### config.mk
export PLATFORM = sky130hd
export DESIGN_NAME = ctkb_ctrl
export DESIGN_NICKNAME = d
export VERILOG_FILES = /design/src/hw/rtl/ctkb_pkg.sv /design/src/hw/rtl/ctkb_ctrl.sv
export VERILOG_INCLUDE_DIRS = /design/src /design/src/hw/rtl
export SDC_FILE = /design/constraint.sdc
export NUM_CORES = 1
export LEC_CHECK = 0
export ABC_CLOCK_PERIOD_IN_PS = 4200
export BUFFER_PORTS_ARGS = -buffer_cell sky130_fd_sc_hd__buf_4
export CORE_MARGIN = 2
export CORE_UTILIZATION = 51
export CTS_CLUSTER_DIAMETER = 150
export DETAILED_ROUTE_END_ITERATION = 8
export GPL_ROUTABILITY_DRIVEN = 0
export HOLD_SLACK_MARGIN = 0.08
export PLACE_DENSITY = 0.77
export REMOVE_ABC_BUFFERS = 1
export SLEW_MARGIN = 20
export SYNTH_ARGS = -nofsm -noshare
export SYNTH_HDL_FRONTEND = slang
export SYNTH_SLANG_ARGS = --single-unit
### constraint.sdc
create_clock -name clk -period 4.2 [get_ports clk]
set_clock_uncertainty 0.05 [all_clocks]
set_input_delay 1.05 -clock clk [delete_from_list [all_inputs] [get_ports clk]]
set_output_delay 1.05 -clock clk [all_outputs]
set_load 0.1 [all_outputs]
### src/hw/rtl/assert_macros.svh
// Assertion helpers shared by the control and datapath RTL files.
`ifndef ASSERT_MACROS_SVH
`define ASSERT_MACROS_SVH
`ifndef SYNTHESIS
`define CTKB_ASSERT_ALWAYS(label, cond, msg) \
	label: assert property (@(posedge clk) disable iff (!arst_n) (cond)) else $error(msg);
`define CTKB_ASSERT_IMPLY(label, pre, post, msg) \
	label: assert property (@(posedge clk) disable iff (!arst_n) (pre) |-> (post)) else $error(msg);
`else
`define CTKB_ASSERT_ALWAYS(label, cond, msg)
`define CTKB_ASSERT_IMPLY(label, pre, post, msg)
`endif
`endif

### src/hw/rtl/ctkb_pkg.sv
`timescale 1ns / 1ps
`default_nettype none
package ctkb_pkg;
	localparam int PULSE_W = 20;
	localparam int NOW_W   = 32;
	localparam int VAL_W   = 28;
	localparam int EST_W   = 36;
	localparam int COV_W   = 32;
	localparam int K_W     = 17;
	localparam int IN_W    = 56;
	localparam int OUT_W   = 112;

	localparam logic [2:0] REG_GAIN      = 3'd0;
	localparam logic [2:0] REG_PNOISE    = 3'd1;
	localparam logic [2:0] REG_SNOISE    = 3'd2;
	localparam logic [2:0] REG_START     = 3'd3;
	localparam logic [2:0] REG_THRESH    = 3'd4;
	localparam logic [2:0] REG_CAL_MIN   = 3'd5;
	localparam logic [2:0] REG_CAL_MAX   = 3'd6;

	localparam logic [5:0] WARMUP_SUMS   = 6'd50;
	localparam logic [4:0] DIV_LAST      = 5'd16;
	localparam logic [K_W-1:0] K_ONE     = 17'h10000;

	typedef struct packed {
		logic accept;
		logic prep;
		logic div_step;
		logic mul1;
		logic mul2;
		logic upd;
		logic trk1;
		logic trk2;
		logic wb;
	} cmd_t;

	typedef struct packed {
		logic group_done;
		logic warm;
	} status_t;
endpackage
`default_nettype wire

### src/hw/rtl/ctkb_ctrl.sv
`timescale 1ns / 1ps
`default_nettype none
`include "assert_macros.svh"
module ctkb_ctrl import ctkb_pkg::*; (
	input  wire logic    clk,
	input  wire logic    arst_n,
	input  wire logic    s_tvalid,
	output logic         s_tready,
	output logic         m_tvalid,
	input  wire logic    m_tready,
	input  wire status_t st,
	output cmd_t         cmd
);
	typedef enum logic [8:0] {
		S_IDLE = 9'b000000001,
		S_PREP = 9'b000000010,
		S_DIV  = 9'b000000100,
		S_MUL1 = 9'b000001000,
		S_MUL2 = 9'b000010000,
		S_UPD  = 9'b000100000,
		S_TRK1 = 9'b001000000,
		S_TRK2 = 9'b010000000,
		S_WB   = 9'b100000000
	} state_t;

	state_t state_q, state_d;
	logic [4:0] cnt_q;
	logic out_valid_q;

	assign s_tready = (state_q == S_IDLE);
	assign m_tvalid = out_valid_q;

	always_comb begin
		cmd = '0;
		state_d = state_q;
		case (state_q)
			S_IDLE: begin
				cmd.accept = s_tvalid;
				if (s_tvalid && st.group_done) begin
					state_d = S_PREP;
				end
			end
			S_PREP: begin
				cmd.prep = 1'b1;
				state_d = S_DIV;
			end
			S_DIV: begin
				cmd.div_step = 1'b1;
				if (cnt_q == DIV_LAST) begin
					state_d = S_MUL1;
				end
			end
			S_MUL1: begin
				cmd.mul1 = 1'b1;
				state_d = S_MUL2;
			end
			S_MUL2: begin
				cmd.mul2 = 1'b1;
				state_d = S_UPD;
			end
			S_UPD: begin
				cmd.upd = 1'b1;
				state_d = st.warm ? S_TRK1 : S_WB;
			end
			S_TRK1: begin
				cmd.trk1 = 1'b1;
				state_d = S_TRK2;
			end
			S_TRK2: begin
				cmd.trk2 = 1'b1;
				state_d = S_WB;
			end
			S_WB: begin
				if (!out_valid_q || m_tready) begin
					cmd.wb = 1'b1;
					state_d = S_IDLE;
				end
			end
			default: state_d = S_IDLE;
		endcase
	end

	always_ff @(posedge clk or negedge arst_n) begin
		if (!arst_n) begin
			state_q <= S_IDLE;
			cnt_q <= '0;
			out_valid_q <= 1'b0;
		end else begin
			state_q <= state_d;
			if (state_q == S_DIV) begin
				cnt_q <= cnt_q + 5'd1;
			end else begin
				cnt_q <= '0;
			end
			if (cmd.wb) begin
				out_valid_q <= 1'b1;
			end else if (m_tready) begin
				out_valid_q <= 1'b0;
			end
		end
	end

	`CTKB_ASSERT_IMPLY(a_wb_slot_free, cmd.wb, !out_valid_q || m_tready, "result overwritten")
	`CTKB_ASSERT_IMPLY(a_div_len, state_q == S_DIV, cnt_q <= DIV_LAST, "divider overran")
endmodule
`default_nettype wire

==> results.cfg, run 1 <==
[drt]
wire_per_inst_um = 13.6
via_per_inst = 5.80
ant_nets = 0
drcViolationCount = 0
vias = 690
drt-total-wl_mm = 1.62
first_pass_iters = 4
dr.first_iter.drc_count = 13

[logic_synthesis]
synth_area_leaders = dfrtp_1, nor2_1, xor2_1, dfstp_2, ha_1
synth_common_cells = nor2_1, dfrtp_1, nand2_1
syn_inst = 84
ys_ff_latch = 15
ys_seq_area_share_pct = 46.5
ys.flop_type = dfrtp_1
synth-adder-area-share_pct = 3.09
synth.top_cell.area_share_pct = 43.2
synth_top_family_by_area = simple AND/OR/NAND/NOR gates
synth_top_cell_by_area = dfrtp_1
synth_edf_count = 0
synth.avg_cell_area_um2 = 9.65
ys_warn_count = 0
synth_most_common_cell = nor2_1
muxShareOfSynthArea_pct = 0
synth-simple-area-share_pct = 38.4
synth_xor_area_share_pct = 5.40
async_flop_share_pct = 100
synth-compound-area-share_pct = 4.17
yosysUniqueCellTypes = 32
synth_area_um2 = 811

[clock_network]
clockBufferDepth = 2
cts_resized = 0
root_buffer = clkbuf_4
cts_tree = built
post-cts-setup-buffers = 0
htreeDepth = 1
clk_latency_ns = 0.28
clkSinkCount = 15
ctsHoldBuffers = 0
cts_made_buffers = 3
clkTransAtPathRegs_ns = 0.09

[worst_setup_path]
worstSetupEndpointType = output port
cp-startpoint = state_q[1]
startpoint_type = flip-flop
required_ns = 3.10
crit_type = flip-flop to output port
endpoint = cmd[2]
critPathMaxFanout = 8
r2r_end = state_q[0]
timing.rr.start = state_q[5]
r2r_cells = 4
cp.arrival_ns = 2.18
r2r_slack_ns = 2.40

[power_and_ir_drop]
combPwrFrac_pct = 41.8
power_mw = 0.429
clkPwrFrac_pct = 19.1
pwr-share-seq_pct = 39.1
intPower_mw = 0.241
powerDensity_nw_per_um2 = 440
p_switching_mw = 0.187
p_leak_nw = 0.492
switching_share_pct = 43.7
max-vdd-ir-drop_uv = 395

[sta]
rsz0062_at_grt = no
hold_violations = 0
slew_violations = 0
worstMarginPinSlew_ns = 0.462
setup_viol = 0
clock.fmax_ghz = 0.305
slew_headroom_pct = 68.9
period_share_pct = 78.0
period_minus_slack_ns = 3.28

[run]
drv_cap = 0

[global_routing]
grt_pass1_wl_mm = 2.77
grt_antenna_before_repair = 0
grt_max_degree = 16
grt_use_total_pct = 20.1
grt_pass1_vias = 651
grt_overflow_total = 0

[layout]
final_nets = 112
drive_gt1_share_pct = 24.3
syn2layout_area_growth_pct = 20.1
antenna_cells = 0
final.fill_count = 144
utilization_pct = 64.6

[die]
start_util_pct = 53.8
die_y_um = 43.9
core_area_um2 = 1510
io_pins = 17
fp.dieW_um = 43.9
fp-row-count = 14
die_area_um2 = 1920

[placement]
dp_hpwl_mm = 1.23
portBuffers = 16

[min_path]
hp-class = flip-flop to flip-flop

[run_status]
outcome = completed
-- power by group through the flow --
stage	clock (mW)	combinational, mW	sequential, mW
finish	0.0817	0.179	0.168
CTS	0.0831	0.180	0.168
floorplan	0	0.144	0.168
global route	0.0915	0.191	0.169
global placement	0	0.178	0.169
detailed placement	0	0.179	0.171
-- area by class of cell --
class	count	area [µm²]	area share [%]
repair buffers	16	120	12.3
flip-flops and latches	15	377	38.7
well taps	16	20.0	2.06
inverters	4	15.0	1.54
clock buffers	3	22.5	2.31
clock inverters	1	5.00	0.514
multi-input cells	64	414	42.5
-- cells in the final DEF (no fill, tap or decap), types with 3 or more instances in the layout --
| master | instances |
|---|---|
| clkbuf_4 | 3 |
| nor2_1 | 15 |
| xor2_1 | 4 |
| buf_4 | 16 |
| nor4_1 | 3 |
| and3_1 | 3 |
| nand2_1 | 6 |
| inv_1 | 4 |
| dfrtp_1 | 14 |
| nor3_1 | 4 |
-- how the worst min path moves through the flow --
| stage | endpoint | slack [ns] | start | cells after the start |
|---|---|---|---|---|
| final | cnt_q[0] | 0.47 | cnt_q[0] | 1 |
| after global routing | cnt_q[0] | 0.53 | cnt_q[0] | 1 |
| after CTS | cnt_q[0] | 0.48 | cnt_q[0] | 1 |
| after detailed placement | cnt_q[0] | 0.47 | cnt_q[0] | 1 |
| after global placement | cnt_q[0] | 0.43 | cnt_q[0] | 1 |
| after floorplan | cnt_q[0] | 0.40 | cnt_q[0] | 1 |
-- cell families (layout without fill, tap and decap cells) --
family / Yosys count / count (layout)
DFF: 15 / 15
and+or+nand+nor: 53 / 53
buffers and inverters: 5 / 24
xor gates and xnor gates: 5 / 5
AOI/OAI and AO/OA: 4 / 4
adders and majority gates: 2 / 2
-- critical path: stages (launching register included) --
cell	delay, ns
dfrtp_1	0.41
or2_1	0.26
or4_1	0.55
nor4bb_1	0.32
buf_4	0.34
-- per-layer routing --
| layer | part of all wire (%) | track usage (%) | up-vias | wire length (µm) |
|---|---|---|---|---|
| met5 | 0 | 0 | - | 0 |
| met4 | 0.80 | 5.45 | 0 | 13 |
| met3 | 5.2 | 6.25 | 2 | 85 |
| met2 | 50 | 34.7 | 21 | 819 |
| met1 | 43 | 24.1 | 328 | 704 |
| li1 | - | - | 339 | - |
-- flip-flops by register name (all words and copies together) (netlist names) --
| register | count |
|---|---|
| cnt_q | 5 |
| state_q | 9 |
| m_tvalid | 1 |
-- through the flow --
stage               cell area [µm²]  TNS, ns  setup slack, ns  hold slack (ns)  std cells
global placement                946        0             1.28            0.433        115
global route                    973        0            0.789            0.529        119
finish                          973        0            0.925            0.473        119
floorplan                       806    -1.79           -0.996            0.405         83
CTS                             973        0            0.931            0.484        119
detailed placement              946        0             1.25            0.471        115
No activity file was read; power rests on OpenSTA's default activity.
==> run 2, diff against run 1 <==
ABC_CLOCK_PERIOD_IN_PS = 2800   (was 4200)
CORE_UTILIZATION = 47   (was 51)
PLACE_DENSITY = 0.75   (was 0.77)
clock period = 2.8 ns   (was 4.2 ns; I/O delays follow)
==> run 2 against run 1 <==
  * Register-to-register slack lost 1.4 ns
  * Largest power group unchanged
  * Highest routed layer unchanged
  * Largest cell class unchanged
  * Utilization shrank 3.0 points
  * Clock-buffer cell count is the same
  * Sequential power grew 49%
  * Global-route usage shrank 3.0 points
  * Critical path type unchanged
  * Cell area grew 5.7%
  * Routed wire length grew 3.5%
  * Die area grew 7.7%
  * Total power grew 55%
==> results.cfg, run 2 (synthesized netlist as in run 1, its figures left out) <==
[run_status]
outcome = completed

[layout]
layout_common_cells = nor2_1, dfrtp_1, buf_4
multi_input_area_um2 = 442
layout.cells.non_filler = 121
final.fill_count = 135
final_common_cell = nor2_1
antenna_cells = 0
regArea_um2 = 377
largest_reg_flops = 9
final_nets = 113
max_flop_register = state_q
syn2layout_area_growth_pct = 26.9
drive_gt1_share_pct = 28.8
utilization_pct = 61.6

[sta]
setup_viol = 0
hold_ws_ns = 0.197
worstMarginPinSlew_ns = 0.311
hold_violations = 0
slew_headroom_pct = 79.1
period_share_pct = 98.3
period_minus_slack_ns = 2.75
clock.fmax_ghz = 0.363
slew_violations = 0
finalWorstSetupSlack_ns = 0.0468

[drt]
drcViolationCount = 0
first_pass_iters = 4
vias = 684
via_per_inst = 5.65
wire_per_inst_um = 13.9
ant_nets = 0
drt-total-wl_mm = 1.68
dr.first_iter.drc_count = 11

[global_routing]
grt_max_degree = 16
grt_use_total_pct = 17.1
grt_antenna_before_repair = 0
grt_pass1_wl_mm = 2.50
grt_overflow_total = 0
grt_pass1_vias = 608

[worst_setup_path]
cp.arrival_ns = 2.00
crit_type = flip-flop to output port
critPathMaxFanout = 8
required_ns = 2.05
worstSetupEndpointType = output port
startpoint_type = flip-flop

[clock_network]
htreeDepth = 1
cts_made_buffers = 3
clk_latency_ns = 0.29
cts_tree = built
clkTransAtPathRegs_ns = 0.09
ctsHoldBuffers = 0
clkSinkCount = 15
root_buffer = clkbuf_4
clockBufferDepth = 2

[die]
core_area_um2 = 1670
start_util_pct = 48.5
io_pins = 17
fp-row-count = 15
die_area_um2 = 2070
fp.dieW_um = 45.5
die_y_um = 45.5

[power_and_ir_drop]
power_mw = 0.665
p_leak_nw = 0.507
max-vdd-ir-drop_uv = 462
powerDensity_nw_per_um2 = 647

[placement]
dp_hpwl_mm = 1.22
dp.cells = 116
pre_cts_slack_ns = 0.184
portBuffers = 16

[run]
drv_cap = 0

[min_path]
hp-class = input port to async pin
==> run 2: changes by cell type in the layout (fill, tap and decap cells not counted), sizes merged <==
cell  delta
buf      +1
==> run 2: critical path, stage by stage (launching register included) <==
cell and delay, ns:
dfrtp_1 0.39, or2_1 0.26, or4_4 0.49, nor4bb_4 0.32, buf_6 0.26
==> run 2: path summary, 6_finish.rpt <==
kind / from / cells past startpoint / end / slack [ns]
max in group asynchronous: arst_n / 1 / state_q[0] / 2.26
setup / recovery: state_q[1] / 4 / cmd[2] / 0.05
hold / removal: arst_n / 1 / state_q[7] / 0.20
min in group clk: cnt_q[0] / 1 / cnt_q[0] / 0.45
hold reg to reg: cnt_q[0] / 1 / cnt_q[0] / 0.45
setup reg to reg: state_q[1] / 5 / state_q[0] / 0.98
==> run 2: routing by layer <==
layer	vias to the layer above	share of wire (%)	global-route usage, %
met5	-	0	0
met2	16	50	28.7
met4	0	0.77	4.12
met1	327	45	20.6
met3	2	4.5	6.35
li1	339	-	-
==> run 2: power breakdown <==
group / internal [mW] / leakage (nW) / switching, mW
clock: 0.0531 / 0.0177 / 0.0696
sequential: 0.235 / 0.205 / 0.0158
combinational: 0.0880 / 0.284 / 0.203
==> run 2: timing repair <==
action	4_1_cts	5_1_grt
endpoints found under the setup margin	2	7
resized for setup	1	9
buffers inserted	1	0
pin swaps	1	0
==> run 2: through the flow <==
stage               instance area (µm²)  TNS [ns]
CTS                                 986         0
finish                             1030         0
global route                       1030   -0.0123
detailed placement                  947         0
global placement                    947         0
floorplan                           806     -6.49
==> run 2: cell type report <==
| cell class | count | area share [%] |
|---|---|---|
| clock buffer | 3 | 2.19 |
| clock inverter | 1 | 0.487 |
| inverter | 4 | 1.46 |
| multi-input combinational | 64 | 42.9 |
| sequential | 15 | 36.6 |
| tap | 17 | 2.07 |
| timing repair buffer | 17 | 14.2 |
